[src/design/dtrs_pkg.sv]
// Package for the dirty tile refresh scheduler: shared constants, codes,
// request and result types, and the controller/datapath interface structs.
// Depends on nothing.
package dtrs_pkg;

    localparam int NAME_ENTRIES = 1024;
    localparam int CODE_COUNT   = 256;
    localparam int OFF_W        = $clog2(NAME_ENTRIES);
    localparam int ADDR_W       = 17;
    localparam int REFRESH_W    = 6;
    localparam int CHECK_W      = 11;
    localparam int CFG_IDX_W    = 3;

    localparam logic [OFF_W-1:0] LAST_OFFSET = OFF_W'(NAME_ENTRIES - 1);

    typedef enum logic [1:0] {
        FUNC_WRITE_NAME = 2'd0,
        FUNC_MARK_CODE  = 2'd1,
        FUNC_MARK_ALL   = 2'd2,
        FUNC_VSYNC      = 2'd3
    } func_t;

    typedef enum logic [CFG_IDX_W-1:0] {
        REG_NAME_BASE    = 3'd0,
        REG_COLOR_BASE   = 3'd1,
        REG_PATTERN_BASE = 3'd2,
        REG_REFRESH      = 3'd3,
        REG_CHECK        = 3'd4
    } cfg_reg_t;

    typedef enum logic [1:0] {
        ST_IDLE,
        ST_SCAN,
        ST_STATUS
    } state_t;

    typedef struct packed {
        logic [1:0] func;
        logic [9:0] entry_index;
        logic [7:0] entry_value;
        logic [7:0] dirty_code;
    } in_item_t;

    typedef struct packed {
        logic              is_tile;
        logic [4:0]        tile_col;
        logic [4:0]        tile_row;
        logic [7:0]        tile_code;
        logic [ADDR_W-1:0] color_tbl_addr;
        logic [ADDR_W-1:0] pattern_addr;
        logic              pass_done;
        logic              last;
    } out_item_t;

    typedef struct packed {
        logic accept;
        logic scan;
        logic emit_status;
    } ctrl_cmd_t;

    typedef struct packed {
        logic zero_budget;
        logic stop;
    } dp_status_t;

endpackage

[src/design/dtrs_ctrl.sv]
// Controller state machine of the dirty tile refresh scheduler.
// Depends on dtrs_pkg; drives the datapath through ctrl_cmd_t commands.
module dtrs_ctrl
    import dtrs_pkg::*;
(
    input  logic       clk,
    input  logic       rst_n,
    input  logic       start,
    input  logic [1:0] func,
    input  dp_status_t stat,
    output ctrl_cmd_t  cmd,
    output logic       busy
);

    state_t state_reg;
    state_t state_next;

    always_ff @(posedge clk or negedge rst_n)
    begin
        if (!rst_n)
        begin
            state_reg <= ST_IDLE;
        end
        else
        begin
            state_reg <= state_next;
        end
    end

    always_comb
    begin
        state_next      = state_reg;
        cmd             = '0;
        busy            = 1'b1;
        unique case (state_reg)
            ST_IDLE:
            begin
                busy       = 1'b0;
                cmd.accept = start;
                if (start && (func == FUNC_VSYNC))
                begin
                    state_next = stat.zero_budget ? ST_STATUS : ST_SCAN;
                end
            end
            ST_SCAN:
            begin
                cmd.scan = 1'b1;
                if (stat.stop)
                begin
                    state_next = ST_STATUS;
                end
            end
            ST_STATUS:
            begin
                cmd.emit_status = 1'b1;
                state_next      = ST_IDLE;
            end
            default:
            begin
                state_next = ST_IDLE;
            end
        endcase
    end

endmodule

[config.mk]
export PLATFORM = sky130hd
export DESIGN_NAME = dtrs_ctrl
export DESIGN_NICKNAME = d
export VERILOG_FILES = /design/src/design/dtrs_pkg.sv /design/src/design/dtrs_ctrl.sv
export SDC_FILE = /design/constraint.sdc
export NUM_CORES = 1
export LEC_CHECK = 0
export BUFFER_PORTS_ARGS = -buffer_cell sky130_fd_sc_hd__buf_2
export CAP_MARGIN = 40
export CORE_AREA = 2 2 39 41
export CTS_BUF_LIST = sky130_fd_sc_hd__clkbuf_16
export DETAILED_ROUTE_END_ITERATION = 16
export DIE_AREA = 0 0 41 43
export GPL_TIMING_DRIVEN = 1
export PLACE_DENSITY = 0.34
export REMOVE_ABC_BUFFERS = 1
export SLEW_MARGIN = 5
export SYNTH_ARGS = -nofsm -noshare
export SYNTH_HDL_FRONTEND = slang
export SYNTH_SLANG_ARGS = --single-unit
[constraint.sdc]
create_clock -name clk -period 0.87 [get_ports clk]
set_input_delay 0.0435 -clock clk [delete_from_list [all_inputs] [get_ports clk]]
set_output_delay 0.0435 -clock clk [all_outputs]
set_load 0.02 [all_outputs]
* Word-level counts from Yosys, hierarchy flattened
Index checks and enable logic that the tools add are counted.
Word-level totals: flip-flop bits (word level) 2, output and inout bits 4, word-level logic and storage cells 17
Cells by class: equality and inequality tests 5, mux-type cells 8, reductions and logical operators 3
Operators with widths (number):
- 2-bit 2-to-1 mux | 3
- 2-bit == test (second input constant) | 2
- 1-bit 2-to-1 mux | 4
- 2-bit inequality test (second input constant) | 2
- 2-bit case mux with 2 select lines | 1
- 2-bit by 1-bit == test with 1-bit output (second input constant) | 1
- 2-bit logical NOT | 1
- 2-bit AND reduction | 1
- 1-bit logical AND | 1

* Logic depth before layout (Yosys ltp)
Gate-level depths: netlist (run 1).
depth in word-level cells 4, gate-level depth with buffers 2, mapped depth without buffers 2

* Worst setup path after synthesis (run 1)
No wires, ideal clock.
path kind flip-flop to flip-flop, start reg state_reg[0], end reg state_reg[0], setup time 0.067 ns, data arrival time 1.031 ns, required time 0.803 ns, slack -0.228 ns, cell stages (with the launch flop) 3, buffers on the path 0, clock period less this slack 1.098 ns, cell sequence dfrtp_1 -> nor3b_2 -> a32o_2
On the way: cells in the longest elaborated chain, start to end 3, elaborated cells on any way between the ends 6
Ends and longest elaborated chain:
- start: declaration | RTL line dtrs_ctrl.sv:15 | state_t state_reg;
- start signal: assignment | RTL line dtrs_ctrl.sv:26 | state_reg <= state_next;
- 2-bit by 1-bit == test with 1-bit output / 2-bit logical NOT (equally long branches) | RTL line dtrs_ctrl.sv:35 | unique case (state_reg)
- 2-bit inequality test (no line)
- 2-bit AND reduction (no line)
Several ways; a longest one is shown, not always the timed one. A chain may end at the register's enable or synchronous reset.

==> metrics.txt, run 1 <==
CP arrival=a little over 1000 ps; footprint of the multi-input gates=between 60 and 70 sq um; flop-to-flop setup slack=-110 ps; minimum clock period=around 1100 ps; Clock Pin Slew Worst Setup and Hold Paths=approximately 30 ps; Synth area leader=dfrtp_1; Seq/Total Area, Yosys=41.7%; Logic pwr share=roughly 11%; grt total ovfl=0; XOR/XNOR share of the synthesized area=0%; main combinational cell family by area after synthesis=simple AND/OR/NAND/NOR gates; HP Class=input pin to register; switching share of power=17.3%; Pint=between 0.7 and 0.8 mW; insertion delay to the later sink of the worst-skew pair=220 ps; DR WL/cell=about 9 um; drt initial violations=0; DR DRC count=0; status=finished with violations; crit start category=register; Synth area leaders=dfrtp_1, nor2b_1, nor3b_2, a32o_2, a22o_1; IO buf count=10; die width=approximately 40 um; io pins=11; final hold violation count=0; Seq cells post-synth=2; Die Span Y=between 40 and 50 um; gr usage total=under 10%; CP required=between 800 and 900 ps; Final Power=around 0.89 mW; Max VDD drop=1140 uV; Final nets=35; sw power=between 0.15 and 0.2 mW; post-synthesis cell type count=9; CP Buf/Inv Count=1; WS Path Type=register to output pin; max-cap violations=0; Clock power frac=a little under 80%; r2r worst-path depth=3; hold depth=2; sequential cell area=roughly 50 sq um; CP Capture Type=output pin; Cells after Synth=11; core area=about 0.0014 sq mm; Clock Sinks=2; Fillers=about 150; worst-path cell chain=nor3b_2, buf_4; WP depth=2; RSZ-0062 raised after global routing=yes; first-pass GRT wire length=around 610 um; Ant. Diodes=0; Commonest cells post-synth=dfrtp_1, nor2b_1; Pwr Density=slightly above 3000 mW/mm^2; Pre-antenna DRT Iters=1; Placer Congestion=0.508; delay-heaviest family, CP=flip-flops; antenna viol nets, final=0; CTS tree=yes; Mean Syn Cell Area=about 11 sq um; CP max-delay cell=dfrtp_1; Initial Util=8.68%; worst-margin pin slew=about 170 ps; max-slew violations=0; CP max FO=4; P_leak=around 0.16 nW; R2R Path End=state_reg[0]$_DFFE_PN0P_; Top FF cell, synth=dfrtp_1; vias per cell=3.62; FMAX=around 940 MHz; Worst R2R Start=state_reg[0]$_DFFE_PN0P_; fin crit share=122%; Hold Slack=between 70 and 80 ps; die area=around 0.0018 sq mm; maximum number of pins on one net before global-route repair=5; Via Count=roughly 150; max FFs per register=2; initial antenna violation count=0; Slew headroom=slightly below 90%; failing checks=negative setup slack; Clock Path Buffers=2; asr flop ratio synth=100%; layout cell share with drive strength beyond 1=~65%; vias in the first global route=155; Synth top area share=a little over two fifths; Core Rows=14; synth warn=0; Synth Area in Adders=0%; DP Worst Slack=-59.6 ps; Hold Crit Endpoint=state_reg[1]$_DFFE_PN0P_; Largest stage delay, worst path=400 ps; CTS buffer count=3; Worst Slack Setup Final=-191 ps; Hold Crit Start=stat[0]; number of synthesized flops with an enable pin=0; root buffer cell=clkbuf_16; Simple-Gate Fraction of Synth Area=just under 40%; post-synthesis mux area share=0%; TNS Setup=-831 ps; Area Overhead vs Synth=145%; clk_skew=roughly 2.3 ps; total wire length=~390 um; Mapped Area=~120 sq um; Compound-Gate Fraction of Synth Area=between 10% and 20%; # setup viols final=6; Seq pwr share=between 10% and 20%; # H-tree levels=1
-- worst max path at each step --
stage | slack [ps] | from | end
global route | -240 | state_reg[0]$_DFFE_PN0P_ | cmd[2]
CTS | -200 | state_reg[1]$_DFFE_PN0P_ | cmd[2]
detailed placement | -60 | state_reg[0]$_DFFE_PN0P_ | state_reg[0]$_DFFE_PN0P_
global placement | -30 | state_reg[0]$_DFFE_PN0P_ | state_reg[0]$_DFFE_PN0P_
finish | -190 | state_reg[0]$_DFFE_PN0P_ | cmd[2]
floorplan | -230 | state_reg[0]$_DFFE_PN0P_ | state_reg[0]$_DFFE_PN0P_
-- kinds of logic after synthesis --
logic type      Yosys count
simple gates              6
flops                     2
compound gates            2
buf+inv                   1
-- cell type report --
cell class	instances	area share, %
well taps	16	6.81
flip-flops and latches	2	17.0
repair buffers	12	26.8
multi-input cells	8	22.6
inverters	1	1.28
clock buffers	3	25.5
-- stage by stage --
stage / cells / cell area [sq um] / utilization, %
finish: 42 / 294 / 21.2
global route: 42 / 294 / 21.2
CTS: 42 / 292 / 21.1
detailed placement: 37 / 190 / 13.7
global placement: 37 / 190 / 13.7
floorplan: 11 / 120 / -
-- placed cells by master, fill, tap and decap left out --
cell           count
buf_2              7
clkbuf_16          3
buf_4              3
nor2b_1            2
dfrtp_1            2
nor2b_2            1
or2_1              1
nor3b_2            1
inv_1              1
a32o_2             1
and3_1             1
a22o_1             1
dlygate4sd3_1      1
buf_6              1
-- timing repair --
| item | in CTS | in global routing |
|---|---|---|
| resized for setup | 3 | 1 |
| endpoints found under the hold margin | 2 | 0 |
| setup endpoints to repair | 6 | 6 |
| pin swaps | 2 | 1 |
| hold buffers | 1 | 0 |
| buffers inserted | 1 | 0 |
-- power groups by stage --
stage / logic [mW] / registers [mW] / clock network (mW)
final: 0.0968 / 0.106 / 0.687
after global placement: 0.0741 / 0.105 / 0
after floorplan: 0.0440 / 0.105 / 0
after global routing: 0.105 / 0.106 / 0.706
after detailed placement: 0.0766 / 0.106 / 0
after CTS: 0.0961 / 0.106 / 0.696
-- routing by layer --
layer | global-route usage [%] | share of wire [%] | up-vias
met5 | 0 | 0 | -
met4 | 6.00 | 2.6 | 0
met3 | 4.71 | 18 | 2
met2 | 6.56 | 36 | 14
met1 | 6.45 | 44 | 66
li1 | - | - | 70
No activity file was read; power rests on OpenSTA's default activity.
==> run 2: changes to the inputs <==
--- a/config.mk
+++ b/config.mk
@@ -5,14 +5,14 @@
 export SDC_FILE = /design/constraint.sdc
 export NUM_CORES = 1
 export LEC_CHECK = 0
+export ABC_AREA = 1
 export BUFFER_PORTS_ARGS = -buffer_cell sky130_fd_sc_hd__buf_2
 export CAP_MARGIN = 40
 export CORE_AREA = 2 2 39 41
-export CTS_BUF_LIST = sky130_fd_sc_hd__clkbuf_16
 export DETAILED_ROUTE_END_ITERATION = 16
 export DIE_AREA = 0 0 41 43
 export GPL_TIMING_DRIVEN = 1
-export PLACE_DENSITY = 0.34
+export PLACE_DENSITY = 0.35
 export REMOVE_ABC_BUFFERS = 1
 export SLEW_MARGIN = 5
 export SYNTH_ARGS = -nofsm -noshare
==> run 2 against run 1 <==
  * Non-clock buffer count is 2 higher
  * Worst hold slack gained 7.0 ps
  * Clock-buffer cell count stayed put
  * Via count is 20% higher
  * Cell count increased by 31%
  * Sequential power is 7% higher
  * Power shrank 39%
  * Clock skew rose by 5.4 ps
  * Clock power fell by 69%
  * Global-route usage increased by 0.28 points
  * The run still ends with negative setup slack left
==> metrics.txt, run 2 <==
status=finished with violations; failing checks=negative setup slack; initial antenna violation count=0 (unchanged); RSZ-0062 raised after global routing=yes; synth warn=0 (unchanged); Largest stage delay, worst path=400 ps (about the same); Core Rows=14 (unchanged); CP max-delay cell=dfrtp_1; die width=41 um (unchanged); post-synthesis cell type count=8 (-1); DP Worst Slack=1.18 ps (+60.8 ps); Synth area leaders=dfrtp_1, inv_1, nand2_1, nor2_2, nand3_1; CP Buf/Inv Count=3 (+2); Fillers=160 (+3.9%); vias in the first global route=165 (+6.5%); Max VDD drop=435 uV (-62%); Placer Congestion=0.686 (+35%); io pins=11 (unchanged); Worst Slack Setup Final=-216 ps (-25.7 ps); final instance area=312 sq um (+6.0%); grt total ovfl=0 (unchanged); CTS buffer count=3 (unchanged); sequential cell area=50.0 sq um (unchanged); fin crit share=125% (+3.0 points); Via Count=182 (+20%); Top FF cell, synth=dfrtp_1; CP max FO=3 (-1); number of synthesized flops with an enable pin=0 (unchanged); Die Span Y=43 um (unchanged); Seq/Total Area, Yosys=36.4% (-5.3 points); delay-heaviest family, CP=flip-flops; Ant. Diodes=0 (unchanged); antenna viol nets, final=0 (unchanged); Synth area leader=dfrtp_1; P_leak=0.181 nW (+13%); CP arrival=1040 ps (+20 ps); layout cell share with drive strength beyond 1=71.8% (+6.4 points); Clock Pin Slew Worst Setup and Hold Paths=30 ps (about the same); Seq cells post-synth=2 (unchanged); Cells after Synth=22 (+11); IO buf count=10 (unchanged); worst-path cell chain=buf_4, nand2_2, inv_1, buf_4; worst-margin pin slew=151 ps (-18.4 ps); CP Capture Type=output pin; Commonest cells post-synth=inv_1, nand2_1; crit start category=register; WS Path Type=register to output pin; total wire length=406 um (+4.6%); Synth top area share=36.4% (-5.3 points); Pwr Density=1750 mW/mm^2 (-42%); clk_skew=7.73 ps (+5.41 ps); Mean Syn Cell Area=6.26 sq um (-43%); Mapped Area=138 sq um (+15%); root buffer cell=clkbuf_4; die area=0.00176 sq mm (unchanged); DR WL/cell=7.38 um (-20%); commonest non-fill, non-tap cell in the layout=buf_2; FMAX=921 MHz (-2.4%); gr usage total=6.21% (+0.28 points); DR DRC count=0 (unchanged); core area=0.00138 sq mm (unchanged); CP required=830 ps (about the same); Area Overhead vs Synth=126%; first-pass GRT wire length=621 um (+2.3%); max-slew violations=0 (unchanged); post-detail-place hpwl=271 um; final hold violation count=0 (unchanged); # H-tree levels=1 (unchanged); # setup viols final=6 (unchanged); Initial Util=9.95% (+1.3 points); footprint of the multi-input gates=88.8 sq um (+34%); max-cap violations=0 (unchanged); commonest cells after routing, fill and taps aside=buf_2, inv_1, buf_4; max FFs per register=2 (unchanged); Slew headroom=89.9% (+1.3 points); maximum number of pins on one net before global-route repair=5 (unchanged); vias per cell=3.31 (-8.6%); Area after DPL=215 sq um (+13%); minimum clock period=1090 ps (+25.7 ps); Final nets=48 (+37%); insertion delay to the later sink of the worst-skew pair=230 ps (about the same); drt initial violations=2 (+2); Pre-antenna DRT Iters=2 (+1); Clock Sinks=2 (unchanged); HP Class=input pin to register; CTS tree=yes; asr flop ratio synth=100% (unchanged); most frequent CP cell=buf_4; Clock Path Buffers=2 (unchanged)
[run 2: cell type report]
cell class / instances / share of cell area (%)
clock buffers: 3 / 7.23
inverters: 7 / 8.43
multi-input cells: 13 / 28.5
flip-flops and latches: 2 / 16.1
well taps: 16 / 6.43
repair buffers: 14 / 33.3
[run 2: worst register-to-register path, stage by stage (launching register included)]
cell,delay [ps]
dfrtp_1,400
nor2_4,130
buf_4,120
buf_6,90
nand2_2,50
inv_2,50
nor2_2,30
[run 2: kinds of logic (layout without fill, tap and decap cells)]
kind of cell,Yosys count,count (layout),share of synthesized area (%)
compound gates,1,1,6.36
simple gates,12,12,38.2
flops,2,2,36.4
buf+inv,7,24,19.1
[run 2: final timing paths]
kind	end	slack, ps	start	cells after the start
max in group asynchronous	state_reg[1]$_DFFE_PN0P_	640	rst_n	2
worst min-delay path	state_reg[0]$_DFFE_PN0P_	90	stat[0]	4
worst max register to register	state_reg[1]$_DFFE_PN0P_	-110	state_reg[0]$_DFFE_PN0P_	6
worst min register to register	state_reg[0]$_DFFE_PN0P_	650	state_reg[1]$_DFFE_PN0P_	3
worst max-delay path	cmd[1]	-220	state_reg[0]$_DFFE_PN0P_	4
min in group asynchronous	state_reg[0]$_DFFE_PN0P_	130	rst_n	2
[run 2: what timing repair did]
| item | 4_1_cts | 5_1_grt |
|---|---|---|
| setup buffers | 1 | 2 |
| hold buffers | 1 | 0 |
| setup endpoints to repair | 5 | 6 |
| hold endpoints to repair | 2 | 0 |
| pin swaps | 2 | 2 |
| gates resized for setup | 7 | 10 |
[run 2: stage by stage]
step	total power, mW	utilization (%)	TNS [ps]	hold WS (ps)	std cells
global route	0.595	22.5	-1170	105	55
CTS	0.504	19.7	-791	81.3	54
finish	0.546	22.5	-907	86.9	55
detailed placement	0.246	15.6	0	-169	49
global placement	0.247	15.6	0	-168	49
floorplan	0.196	-	-132	-252	22
[run 2: where the power goes]
part,total (mW),internal [mW],switching [mW]
Clock,0.213,0.153,0.0597
Sequential,0.113,0.103,0.0106
Combinational,0.220,0.109,0.111
Total,0.546,0.364,0.182
[run 2: metal layers]
metal	share of wire, %	global-route usage, %
met1	36	4.79
met5	0	0
met3	9.1	4.71
met4	0	8.00
met2	54	8.13
